**src/rtl/sfscp_pkg.sv**
```systemverilog
// ----------------------------------------------------------------------------
// sfscp_pkg
// Shared types and constants for the sensor frame sync/checksum parser.
// ----------------------------------------------------------------------------
package sfscp_pkg;

  localparam int FRAME_LEN  = 17;
  localparam int DATA_BYTES = FRAME_LEN - 2;  // frame bytes 1..15 held in storage

  localparam logic [7:0]  SYNC_BYTE_RST     = 8'h3C;
  localparam logic [7:0]  TYPE_BYTE_RST     = 8'h02;
  localparam logic [15:0] TIMEOUT_TICKS_RST = 16'd200;

  // Configuration register indexes.
  localparam logic [1:0] REG_SYNC_BYTE     = 2'd0;
  localparam logic [1:0] REG_TYPE_BYTE     = 2'd1;
  localparam logic [1:0] REG_TIMEOUT_TICKS = 2'd2;

  // Input action codes.
  localparam logic ACT_BYTE = 1'b0;
  localparam logic ACT_TICK = 1'b1;

  typedef enum logic [1:0] {
    ST_OK       = 2'd0,
    ST_BAD_TYPE = 2'd1,
    ST_BAD_SUM  = 2'd2,
    ST_TIMEOUT  = 2'd3
  } status_t;

  typedef struct packed {
    logic [7:0]  sync_byte;
    logic [7:0]  type_byte;
    logic [15:0] timeout_ticks;
  } cfg_t;

  typedef struct packed {
    status_t            status;
    logic [15:0]        co2;
    logic [15:0]        formaldehyde;
    logic [15:0]        tvoc;
    logic [15:0]        pm_fine;
    logic [15:0]        pm_coarse;
    logic signed [7:0]  temp_whole;
    logic [7:0]         temp_fraction;
    logic [7:0]         humidity_whole;
    logic [7:0]         humidity_fraction;
  } result_t;

endpackage

```
**src/rtl/sfscp_core.sv**
```systemverilog
// ----------------------------------------------------------------------------
// sfscp_core
// Frame state machine: sync hunt, byte collection, tick timeout and the
// final type/checksum check with decode of the readings.
// ----------------------------------------------------------------------------
module sfscp_core (
  input  logic              clk,
  input  logic              rst_n,
  input  sfscp_pkg::cfg_t   cfg,
  input  logic              step_valid,
  input  logic              step_action,
  input  logic [7:0]        step_byte,
  input  logic              step_en,
  output logic              res_valid,
  output sfscp_pkg::result_t res
);
  import sfscp_pkg::*;

  localparam int CNT_W = $clog2(FRAME_LEN);
  localparam int IDX_W = $clog2(DATA_BYTES);
  localparam logic [CNT_W-1:0] LAST_CNT = CNT_W'(FRAME_LEN - 1);

  logic              collecting_r, collecting_nxt;
  logic [CNT_W-1:0]  byte_count_r, byte_count_nxt;
  logic [7:0]        running_sum_r, running_sum_nxt;
  logic [15:0]       elapsed_ticks_r, elapsed_ticks_nxt;
  logic [7:0]        frame_bytes_r [DATA_BYTES];

  logic [16:0]       tick_next;
  logic              data_wr;
  logic [IDX_W-1:0]  wr_idx;
  logic [6:0]        temp_mag;

  assign tick_next = {1'b0, elapsed_ticks_r} + 17'd1;
  assign wr_idx    = IDX_W'(byte_count_r - CNT_W'(1));
  assign temp_mag  = frame_bytes_r[11][6:0];

  always_comb begin
    collecting_nxt    = collecting_r;
    byte_count_nxt    = byte_count_r;
    running_sum_nxt   = running_sum_r;
    elapsed_ticks_nxt = elapsed_ticks_r;
    data_wr           = 1'b0;
    res_valid         = 1'b0;
    res               = '0;
    res.status        = ST_OK;

    if (step_valid) begin
      if (step_action == ACT_TICK) begin
        if (collecting_r) begin
          if (tick_next >= {1'b0, cfg.timeout_ticks}) begin
            collecting_nxt    = 1'b0;
            byte_count_nxt    = '0;
            running_sum_nxt   = '0;
            elapsed_ticks_nxt = '0;
            res_valid         = 1'b1;
            res.status        = ST_TIMEOUT;
          end else begin
            elapsed_ticks_nxt = tick_next[15:0];
          end
        end
      end else if (!collecting_r) begin
        if (step_byte == cfg.sync_byte) begin
          collecting_nxt    = 1'b1;
          byte_count_nxt    = CNT_W'(1);
          running_sum_nxt   = step_byte;
          elapsed_ticks_nxt = '0;
        end
      end else if (byte_count_r < LAST_CNT) begin
        data_wr         = 1'b1;
        running_sum_nxt = running_sum_r + step_byte;
        byte_count_nxt  = byte_count_r + CNT_W'(1);
      end else begin
        // Checksum byte: the frame ends here whatever the outcome.
        collecting_nxt    = 1'b0;
        byte_count_nxt    = '0;
        running_sum_nxt   = '0;
        elapsed_ticks_nxt = '0;
        res_valid         = 1'b1;
        if (frame_bytes_r[0] != cfg.type_byte) begin
          res.status = ST_BAD_TYPE;
        end else if (running_sum_r != step_byte) begin
          res.status = ST_BAD_SUM;
        end else begin
          res.co2               = {frame_bytes_r[1], frame_bytes_r[2]};
          res.formaldehyde      = {frame_bytes_r[3], frame_bytes_r[4]};
          res.tvoc              = {frame_bytes_r[5], frame_bytes_r[6]};
          res.pm_fine           = {frame_bytes_r[7], frame_bytes_r[8]};
          res.pm_coarse         = {frame_bytes_r[9], frame_bytes_r[10]};
          // Sign-magnitude to two's complement; negative zero folds to zero.
          res.temp_whole        = frame_bytes_r[11][7] ? -$signed({1'b0, temp_mag})
                                                       : $signed({1'b0, temp_mag});
          res.temp_fraction     = frame_bytes_r[12];
          res.humidity_whole    = frame_bytes_r[13];
          res.humidity_fraction = frame_bytes_r[14];
        end
      end
    end
  end

  always_ff @(posedge clk) begin
    if (!rst_n) begin
      collecting_r    <= 1'b0;
      byte_count_r    <= '0;
      running_sum_r   <= '0;
      elapsed_ticks_r <= '0;
    end else if (step_en) begin
      collecting_r    <= collecting_nxt;
      byte_count_r    <= byte_count_nxt;
      running_sum_r   <= running_sum_nxt;
      elapsed_ticks_r <= elapsed_ticks_nxt;
    end
  end

  always_ff @(posedge clk) begin
    if (step_en && data_wr) begin
      frame_bytes_r[wr_idx] <= step_byte;
    end
  end

  a_hunt_count_zero: assert property (@(posedge clk) disable iff (!rst_n)
    !collecting_r |-> (byte_count_r == '0) && (elapsed_ticks_r == '0))
    else $error("byte count or tick count nonzero while hunting");

  a_count_range: assert property (@(posedge clk) disable iff (!rst_n)
    collecting_r |-> (byte_count_r != '0) && (byte_count_r <= LAST_CNT))
    else $error("byte count out of range while collecting");

  a_result_ends_frame: assert property (@(posedge clk) disable iff (!rst_n)
    (step_en && res_valid) |=> !collecting_r)
    else $error("frame still open after a result");

endmodule

```
**src/rtl/sfscp_out_buf.sv**
```systemverilog
// ----------------------------------------------------------------------------
// sfscp_out_buf
// Result register with a skid entry, so the parser keeps running for one
// more result while the consumer stalls.
// ----------------------------------------------------------------------------
module sfscp_out_buf (
  input  logic               clk,
  input  logic               rst_n,
  input  logic               push_valid,
  output logic               push_ready,
  input  sfscp_pkg::result_t push_data,
  output logic               out_valid,
  input  logic               out_ready,
  output sfscp_pkg::result_t out_data
);
  import sfscp_pkg::*;

  logic    out_valid_r, skid_valid_r;
  result_t out_data_r, skid_data_r;
  logic    pop, push;

  assign pop        = out_valid_r && out_ready;
  assign push_ready = !skid_valid_r;
  assign push       = push_valid && push_ready;
  assign out_valid  = out_valid_r;
  assign out_data   = out_data_r;

  always_ff @(posedge clk) begin
    if (!rst_n) begin
      out_valid_r  <= 1'b0;
      skid_valid_r <= 1'b0;
    end else if (skid_valid_r) begin
      if (pop) begin
        skid_valid_r <= 1'b0;
      end
    end else if (push) begin
      if (out_valid_r && !pop) begin
        skid_valid_r <= 1'b1;
      end else begin
        out_valid_r <= 1'b1;
      end
    end else if (pop) begin
      out_valid_r <= 1'b0;
    end
  end

  always_ff @(posedge clk) begin
    if (skid_valid_r) begin
      if (pop) begin
        out_data_r <= skid_data_r;
      end
    end else if (push) begin
      if (out_valid_r && !pop) begin
        skid_data_r <= push_data;
      end else begin
        out_data_r <= push_data;
      end
    end
  end

  a_skid_behind_out: assert property (@(posedge clk) disable iff (!rst_n)
    skid_valid_r |-> out_valid_r)
    else $error("skid entry held with empty result register");

  a_skid_moves_on_pop: assert property (@(posedge clk) disable iff (!rst_n)
    (skid_valid_r && pop) |=> out_valid_r && !skid_valid_r)
    else $error("skid entry not moved into result register");

  a_out_held_while_stalled: assert property (@(posedge clk) disable iff (!rst_n)
    (out_valid_r && !out_ready) |=> out_valid_r && $stable(out_data_r))
    else $error("result changed or dropped while the consumer stalled");

endmodule

```
**src/rtl/sensor_frame_sync_checksum_parser_top.sv**
```systemverilog
// ----------------------------------------------------------------------------
// sensor_frame_sync_checksum_parser_top
// Serial sensor frame parser with sync hunt, tick timeout and sum check.
// ----------------------------------------------------------------------------
// Each request is one received byte or one time tick. The block accepts one
// request every clock cycle while the result path is not stalled; a request
// is registered, processed by the combinational frame state update, and any
// result it causes is registered in the output buffer that drives out_valid.
// A result register plus one skid entry absorb consumer stalls, so in_ready
// drops only once both hold undelivered results. Configuration writes are
// taken in any cycle (cfg_ready is always high) and are meant to be issued
// while the block is idle.
module sensor_frame_sync_checksum_parser_top (
  input  logic              clk,
  input  logic              rst_n,
  input  logic              in_valid,
  output logic              in_ready,
  input  logic              in_action,
  input  logic [7:0]        in_rx_byte,
  input  logic              cfg_valid,
  output logic              cfg_ready,
  input  logic [1:0]        cfg_index,
  input  logic [15:0]       cfg_data,
  output logic              out_valid,
  input  logic              out_ready,
  output logic [1:0]        out_status,
  output logic [15:0]       out_co2,
  output logic [15:0]       out_formaldehyde,
  output logic [15:0]       out_tvoc,
  output logic [15:0]       out_pm_fine,
  output logic [15:0]       out_pm_coarse,
  output logic signed [7:0] out_temp_whole,
  output logic [7:0]        out_temp_fraction,
  output logic [7:0]        out_humidity_whole,
  output logic [7:0]        out_humidity_fraction
);
  import sfscp_pkg::*;

  cfg_t       cfg_r;
  logic       stage_valid_r;
  logic       stage_action_r;
  logic [7:0] stage_byte_r;
  logic       advance;
  logic       in_fire;
  logic       res_valid;
  result_t    res;
  logic       buf_ready;
  result_t    out_data;

  assign cfg_ready = 1'b1;

  always_ff @(posedge clk) begin
    if (!rst_n) begin
      cfg_r.sync_byte     <= SYNC_BYTE_RST;
      cfg_r.type_byte     <= TYPE_BYTE_RST;
      cfg_r.timeout_ticks <= TIMEOUT_TICKS_RST;
    end else if (cfg_valid) begin
      case (cfg_index)
        REG_SYNC_BYTE:     cfg_r.sync_byte     <= cfg_data[7:0];
        REG_TYPE_BYTE:     cfg_r.type_byte     <= cfg_data[7:0];
        REG_TIMEOUT_TICKS: cfg_r.timeout_ticks <= cfg_data;
        default: ;
      endcase
    end
  end

  // A request that causes no result never waits on the output side.
  assign advance  = stage_valid_r && (!res_valid || buf_ready);
  assign in_ready = !stage_valid_r || advance;
  assign in_fire  = in_valid && in_ready;

  always_ff @(posedge clk) begin
    if (!rst_n) begin
      stage_valid_r <= 1'b0;
    end else if (in_fire) begin
      stage_valid_r <= 1'b1;
    end else if (advance) begin
      stage_valid_r <= 1'b0;
    end
  end

  always_ff @(posedge clk) begin
    if (in_fire) begin
      stage_action_r <= in_action;
      stage_byte_r   <= in_rx_byte;
    end
  end

  sfscp_core u_core (
    .clk         (clk),
    .rst_n       (rst_n),
    .cfg         (cfg_r),
    .step_valid  (stage_valid_r),
    .step_action (stage_action_r),
    .step_byte   (stage_byte_r),
    .step_en     (advance),
    .res_valid   (res_valid),
    .res         (res)
  );

  sfscp_out_buf u_out_buf (
    .clk        (clk),
    .rst_n      (rst_n),
    .push_valid (advance && res_valid),
    .push_ready (buf_ready),
    .push_data  (res),
    .out_valid  (out_valid),
    .out_ready  (out_ready),
    .out_data   (out_data)
  );

  assign out_status            = out_data.status;
  assign out_co2               = out_data.co2;
  assign out_formaldehyde      = out_data.formaldehyde;
  assign out_tvoc              = out_data.tvoc;
  assign out_pm_fine           = out_data.pm_fine;
  assign out_pm_coarse         = out_data.pm_coarse;
  assign out_temp_whole        = out_data.temp_whole;
  assign out_temp_fraction     = out_data.temp_fraction;
  assign out_humidity_whole    = out_data.humidity_whole;
  assign out_humidity_fraction = out_data.humidity_fraction;

endmodule
```
**config.mk**
```make
export PLATFORM = sky130hd
export DESIGN_NAME = sensor_frame_sync_checksum_parser_top
export DESIGN_NICKNAME = d
export VERILOG_FILES = /design/src/rtl/sfscp_pkg.sv /design/src/rtl/sfscp_core.sv /design/src/rtl/sfscp_out_buf.sv /design/src/rtl/sensor_frame_sync_checksum_parser_top.sv
export SDC_FILE = /design/constraint.sdc
export NUM_CORES = 1
export LEC_CHECK = 0
export ABC_CLOCK_PERIOD_IN_PS = 19000
export BUFFER_PORTS_ARGS = -buffer_cell sky130_fd_sc_hd__clkbuf_2
export CORE_MARGIN = 3
export CORE_UTILIZATION = 50
export DETAILED_ROUTE_END_ITERATION = 8
export PLACE_DENSITY = 0.71
export SETUP_SLACK_MARGIN = 0.1
export SLEW_MARGIN = 40
export SYNTH_ARGS = -nofsm -noshare
export SYNTH_HDL_FRONTEND = slang
export SYNTH_SLANG_ARGS = --single-unit
export TNS_END_PERCENT = 5
```
**constraint.sdc**
```tcl
create_clock -name clk -period 19 [get_ports clk]
set_input_delay 5.7 -clock clk [delete_from_list [all_inputs] [get_ports clk]]
set_output_delay 5.7 -clock clk [all_outputs]
set_load 0.01 [all_outputs]
```
==> results of run 1 <==
[cell families after synthesis]
group / Yosys count / synth area share [%]
mux: 135 / 8.562
flops: 422 / 69.31
xor+xnor: 26 / 1.313
other cells: 1 / 0.02162
compound gates: 130 / 4.984
fa+ha+maj: 31 / 2.279
simple gates: 370 / 11.43
buf+inv: 87 / 2.099
[routing by layer]
layer | share of wire [%] | vias to the layer above
li1 | - | 4746
met1 | 45 | 4814
met2 | 47 | 281
met3 | 5.1 | 67
met4 | 2.3 | 0
met5 | 0 | -
[cells in the mapped netlist, types with 4 or more instances]
cell      number  area [µm²]
a211oi_1       7       52.55
a21o_1         4       30.03
a21oi_1       38       190.2
and2_1       111       694.4
and3_1         7       43.79
buf_1          7       26.28
buf_2          9       45.04
clkbuf_1      34       127.6
dfxtp_1       65        1301
edfxtp_1     357       10720
ha_1          30       375.4
inv_1         33       123.9
mux2_2       107        1205
mux2i_1       28       280.3
nand2_1      105       394.1
nand2b_1       4       25.02
nand3_1       12       60.06
nand3b_1       4       30.03
nand4_1        5       31.28
nor2_1        55       206.5
nor2b_1        8       50.05
nor3_1        16       80.08
nor3b_1        4       30.03
nor4_1         5       31.28
nor4b_1        5       43.79
o211ai_1       6       45.04
o21a_1         6       45.04
o21ai_0       19       95.09
o22ai_1       14       87.58
o31ai_1        7       52.55
o31ai_2        4       50.05
or2_2         11       68.82
xnor2_1        4       35.03
xor2_1        22       192.7
[where the power goes]
| part | switching [mW] | total, mW | internal (mW) |
|---|---|---|---|
| Sequential | 0.00408 | 1.00 | 0.998 |
| Clock | 0.344 | 0.821 | 0.476 |
| Combinational | 0.0234 | 0.0346 | 0.0112 |
[path summary, 6_finish.rpt]
check | cells after the start | slack [ps] | start | to
worst max register to register | 14 | 13930 | u_core.elapsed_ticks_r[0] | u_out_buf.skid_data_r[85]
worst min register to register | 2 | 460 | cfg_r[2] | cfg_r[2]
worst min-delay path | 2 | 460 | cfg_r[2] | cfg_r[2]
worst max-delay path | 13 | 9200 | u_core.elapsed_ticks_r[0] | in_ready
[worst reg2reg max path, cell delays in order, from the launching register on]
cell and delay, ps:
dfxtp_1 430, ha_1 220, nand3_1 150, nor2_1 320, nand2_1 110, and2_1 180, or2_2 290, ha_1 290
nand2_1 90, or3_1 440, a211o_1 350, a21oi_1 340, nor4b_2 250, buf_4 520, buf_6 630
[sequential cells by signal (all words and copies together) (netlist names)]
signal,flops
u_core.elapsed_ticks_r,16
u_core.running_sum_r,8
u_core.frame_bytes_r,120
u_core.collecting_r,1
u_out_buf.skid_data_r,114
cfg_r,32
u_out_buf.out_valid,1
u_out_buf.out_data,114
u_core.byte_count_r,5
u_out_buf.skid_valid_r,1
stage_byte_r,8
stage_valid_r,1
stage_action_r,1
[metrics by stage]
step | setup WS (ps) | utilization, % | cells
after detailed placement | 9851 | 54.87 | 1762
final | 9197 | 59.08 | 1842
after floorplan | 539.9 | - | 1202
after global routing | 8834 | 59.08 | 1842
after CTS | 9262 | 58.96 | 1841
after global placement | 9943 | 54.78 | 1761
[cell usage in the layout (no fill, tap or decap), types with 7 or more instances in the layout]
master,netlist,final
edfxtp_1,357,357
clkbuf_2,0,147
and2_1,111,111
mux2_2,107,107
nand2_1,105,105
dfxtp_1,65,64
nor2_1,55,50
clkbuf_16,0,43
a21oi_1,38,38
inv_1,33,32
ha_1,30,30
mux2i_1,28,28
xor2_1,22,22
o21ai_0,19,19
buf_4,2,15
nor3_1,16,14
o22ai_1,14,14
nand3_1,12,12
or2_2,11,11
clkinv_2,0,10
clkinv_1,0,9
nor2b_1,8,8
and3_1,7,7
o31ai_1,7,7
a211oi_1,7,7
[cell type report]
class / instances / area (µm²)
Multi-Input combinational cell: 693 / 4996
Clock buffer: 47 / 1101
Sequential cell: 422 / 12020
Inverter: 33 / 126.4
Timing Repair Buffer: 167 / 917.1
Tap cell: 448 / 560.5
Fill cell: 2635 / 13860
Clock inverter: 32 / 286.5
==> results.sh, run 1 <==
export IMPL_grt_pass1_wl_um=53720
export IMPL_outcome="finished, final reports clean"
export IMPL_critPathMaxStageDelay_ps=510
export IMPL_worstPathRequired_ps=13300
export IMPL_design_area_um2=20010
export IMPL_antenna_found_initial=0
export IMPL_tightest_slew_ps=775.1
export IMPL_critPathBufInv=1
export IMPL_p_leak_nw=7.011
export IMPL_avgSynthCellArea_um2=14.43
export IMPL_start_kind="flop"
export IMPL_cts_root_buf="clkbuf_16"
export IMPL_setup_violations=0
export IMPL_cp_cell_sequence="ha_1 -> nand3_1 -> nor2_1 -> nand2_1 -> o21a_1 -> or2_2 -> ha_1 -> a21oi_1 -> a31oi_1 -> a311oi_2 -> nor2_1 -> nor2_1 -> clkbuf_2"
export IMPL_skew_ps=14.55
export IMPL_worstPathArrival_ps=4100
export IMPL_ys_async_sr_fraction_pct=0
export IMPL_fin_crit_ps=9803
export IMPL_drv_slew=0
export IMPL_drcViolationCount=0
export IMPL_die_area_um2=36960
export IMPL_firstDrtPassIters=7
export IMPL_end_kind="output port"
export IMPL_grtUsageMet3_pct=2.888
export IMPL_cts_resized=0
export IMPL_rows=67
export IMPL_crit_family="simple AND/OR/NAND/NOR gates"
export IMPL_cp_slowest_cell="a311oi_2"
export IMPL_syn_area_um2=17350
export IMPL_antennaDiodeCount=0
export IMPL_finalCritPeriodShare_pct=51.60
export IMPL_ys_types=65
export IMPL_max_freq_mhz=102.0
export IMPL_synth_edf_count=357
export IMPL_synth_seq_cells=422
export IMPL_cts_sinks=422
export IMPL_hp_class="reg2reg"
export IMPL_crit_type="reg2out"
export IMPL_cts_made_buffers=43
export IMPL_coreArea_um2=33870
export IMPL_grt_usage_pct=18.75
export IMPL_setup_tns_ps=0
export IMPL_grt_pass1_vias=9584
export IMPL_final_layout_size_suffix_gt1_share_pct=26.97
export IMPL_start_util_pct=51.22
export IMPL_postCtsSetupRepairBufs=0
export IMPL_synthCells=1202
export IMPL_insertion_delay_ps=540
export IMPL_gr_total_overflow=0
export IMPL_fin_worst_hold_slack_ps=458.6
export IMPL_routedWlPerCell_um=18.71
export IMPL_slew_headroom_pct=48.13
export IMPL_p_per_area_nw_per_um2=92.82
export IMPL_tritoncts="yes"
export IMPL_io_pins=149
export IMPL_ant_nets=0
export IMPL_num_vias=9908
export IMPL_synth_top_flop_cell="edfxtp_1"
export IMPL_hold_viol=0
export IMPL_dp_hpwl_um=21600
export IMPL_total_power_mw=1.857
export IMPL_totalWireLength_um=34460
export IMPL_cp_common_cell="nor2_1"
export IMPL_yosysSeqAreaShare_pct=69.31
export IMPL_met2_usage_pct=30.56
export IMPL_busiest_layer="met2"
export IMPL_viasPerCell=5.379
export IMPL_htreeDepth=2
export IMPL_ir_worst_vdd_mv=0.07302
export IMPL_synth_nets=1265
export IMPL_cts_buffer_depth=3
export IMPL_use_met1_pct=26.40
export IMPL_cts_hold_buf=0
export IMPL_rsz0062_at_grt="no"
export IMPL_placed_area_um2=18580
export IMPL_finalWeightedCongestion=0.8966
export IMPL_cp_max_fo=8
export IMPL_chipWidth_um=192.3
export IMPL_maxCapViolCount=0
export IMPL_io_buffers=147
export IMPL_clk_pin_slew_ps=60
export IMPL_first_iter_violations=767
export IMPL_yosys_warnings=0
export IMPL_die_h_um=192.3
export IMPL_grt_max_degree=105
export IMPL_nets=1423
export IMPL_syn_to_final_growth_pct=15.36
No activity file was read; power rests on OpenSTA's default activity.
==> inputs of run 2 (changes only) <==
ABC_AREA = 1   (was not set)
ABC_CLOCK_PERIOD_IN_PS = 9700   (was 19000)
PLACE_DENSITY = 0.69   (was 0.71)
clock period = 9.7 ns   (was 19 ns; I/O delays follow)
==> run 2 against run 1 <==
Non-clock buffer count down 4. Clock power up 85%. Sequential power up 96%. Setup slack worse by 6300 ps. Routed wire length up 0.79%. Clock skew up 4.5 ps. Area after synthesis up 0.41%. Register-to-register slack worse by 9500 ps.
==> results.sh, run 2 <==
export IMPL_total_power_mw=3.553
export IMPL_rsz0062_at_grt="no"
export IMPL_cts_resized=0
export IMPL_coreArea_um2=33950
export IMPL_ir_worst_vdd_mv=0.1569
export IMPL_max_freq_mhz=146.7
export IMPL_yosysSeqAreaShare_pct=69.02
export IMPL_tightest_slew_ps=823.6
export IMPL_crit_family="simple AND/OR/NAND/NOR gates"
export IMPL_chipWidth_um=192.6
export IMPL_p_leak_nw=8.023
export IMPL_skew_ps=19.06
export IMPL_insertion_delay_ps=540
export IMPL_cts_buffer_depth=3
export IMPL_clk_pin_slew_ps=60
export IMPL_routedWlPerCell_um=17.11
export IMPL_placed_area_um2=18670
export IMPL_yosysTopAreaCell="edfxtp_1"
export IMPL_grt_pass1_vias=9805
export IMPL_regMostFlops="u_core.frame_bytes_r"
export IMPL_syn_to_final_growth_pct=14.71
export IMPL_synth_nets=1452
export IMPL_drv_slew=0
export IMPL_crit_type="reg2out"
export IMPL_fin_crit_ps=6818
export IMPL_nets=1610
export IMPL_start_kind="flop"
export IMPL_tritoncts="yes"
export IMPL_io_buffers=147
export IMPL_design_area_um2=19980
export IMPL_ys_types=43
export IMPL_yosys_warnings=0
export IMPL_hp_class="reg2reg"
export IMPL_setup_tns_ps=0
export IMPL_synth_edf_count=357
export IMPL_regToRegSetupSlack_ps=4400
export IMPL_setup_violations=0
export IMPL_dp_hpwl_um=22240
export IMPL_grt_usage_pct=18.88
export IMPL_critPathBufInv=4
export IMPL_rr_startpoint="u_core.elapsed_ticks_r[0]"
export IMPL_finalCritPeriodShare_pct=70.28
export IMPL_die_h_um=192.6
export IMPL_finalWeightedCongestion=0.8305
export IMPL_ant_nets=0
export IMPL_htreeDepth=2
export IMPL_cts_root_buf="clkbuf_16"
export IMPL_syn_area_um2=17420
export IMPL_critPathMaxStageDelay_ps=420
export IMPL_grt_max_degree=102
export IMPL_avgSynthCellArea_um2=12.54
export IMPL_slew_headroom_pct=45.09
export IMPL_synthDominantCellAreaShare_pct=61.55
export IMPL_maxCapViolCount=0
export IMPL_end_kind="output port"
export IMPL_viasPerCell=5.066
export IMPL_final_layout_size_suffix_gt1_share_pct=22.76
export IMPL_antennaDiodeCount=0
export IMPL_antenna_found_initial=0
export IMPL_rows=67
export IMPL_synth_top_flop_cell="edfxtp_1"
export IMPL_min_from="cfg_r[5]"
export IMPL_totalWireLength_um=34730
export IMPL_cts_hold_buf=0
export IMPL_outcome="finished, final reports clean"
export IMPL_cts_made_buffers=43
export IMPL_synth_seq_cells=422
export IMPL_start_util_pct=51.30
export IMPL_worstPathRequired_ps=6790
export IMPL_firstDrtPassIters=5
export IMPL_p_per_area_nw_per_um2=177.8
export IMPL_synth_common_cells="edfxtp_1 (357), inv_1 (198), nor2_1 (189)"
export IMPL_cp_slowest_cell="dfxtp_1"
export IMPL_io_pins=149
export IMPL_synth_area_leaders="edfxtp_1 (62%), dfxtp_1 (7.5%), mux2_2 (7.2%)"
export IMPL_largest_register_ffs=120
export IMPL_die_area_um2=37110
export IMPL_gr_total_overflow=0
export IMPL_synthCells=1389
export IMPL_cp_common_cell="nand2_1"
export IMPL_cp_cell_sequence="ha_1 -> nand3_2 -> nor3_4 -> nand2_2 -> inv_2 -> nand2_1 -> xor2_1 -> inv_1 -> ha_1 -> nand2_1 -> inv_1 -> nand2_1 -> nor2_1 -> a21oi_1 -> nand2_1 -> nand2_1 -> nand2_1 -> nand2_1 -> nand2_8 -> nand3_4 -> clkbuf_2"
export IMPL_cp_max_fo=31
export IMPL_drcViolationCount=0
export IMPL_cts_sinks=422
export IMPL_synth_most_common_cell="edfxtp_1"
export IMPL_num_vias=10284
export IMPL_first_iter_violations=671
export IMPL_ys_async_sr_fraction_pct=0
export IMPL_layout_common_cells="edfxtp_1 (357), inv_1 (198), nor2_1 (186)"
export IMPL_worstPathArrival_ps=3910
export IMPL_grt_pass1_wl_um=54340
export IMPL_timing_critical_path_from="u_core.elapsed_ticks_r[0]"
export IMPL_postCtsSetupRepairBufs=0
export IMPL_layout_commonest_cell="edfxtp_1"
export IMPL_hold_viol=0
[run 2: layout make-up]
class / instances / area [µm²]
Multi-Input combinational cell: 716 / 4471
Clock inverter: 20 / 135.1
Sequential cell: 422 / 12030
Fill cell: 2742 / 13970
Clock buffer: 60 / 1161
Tap cell: 448 / 560.5
Timing Repair Buffer: 163 / 870.8
Inverter: 201 / 754.5
[run 2: through the flow]
step / utilization (%) / instances / hold slack (ps) / worst slack [ps]
6_report: 58.84 / 2030 / 463.2 / 2882
2_1_floorplan: - / 1389 / 435.4 / 1228
4_1_cts: 58.81 / 2030 / 468.4 / 2836
3_5_place_dp: 54.99 / 1950 / 459.3 / 3422
5_1_grt: 58.84 / 2030 / 490.5 / 2544
3_3_place_gp: 54.87 / 1949 / 454.7 / 3522
[run 2: routing by layer]
metal	vias up	GRT usage (%)	part of all wire [%]
met5	-	0	0
met2	283	30.35	47
met3	52	3.106	5.2
met1	4882	26.61	46
li1	5067	-	-
met4	0	5.772	2.3
[run 2: worst register-to-register path: cells and delay by family, from the launching register on]
family	cells	cell delay, ps
simple gates	14	2140
buf+inv	5	1510
fa+ha+maj	2	540
flops	1	420
xor+xnor	1	170
compound gates	1	80
[run 2: report_power, final]
part	switching (mW)	internal [mW]
clock	0.653	0.866
combinational	0.0483	0.0211
sequential	0.00787	1.96
[run 2: final timing paths]
kind / end / cells after the start
max reg2reg: u_out_buf.skid_data_r[55] / 23
min: cfg_r[5] / 2
max: in_ready / 21
min reg2reg: cfg_r[5] / 2
[run 2: kinds of logic (layout without fill, tap and decap cells)]
family | Yosys count | after routing | share of synthesized area [%]
AO/OA/AOI/OAI | 117 | 117 | 3.657
XOR/XNOR | 32 | 32 | 1.609
buffers and inverters | 251 | 444 | 5.661
adder cells (fa/ha/maj) | 31 | 31 | 2.270
AND/OR/NAND/NOR | 423 | 423 | 10.52
multiplexers | 112 | 112 | 7.241
flip-flops | 422 | 422 | 69.02
other | 1 | 1 | 0.02153
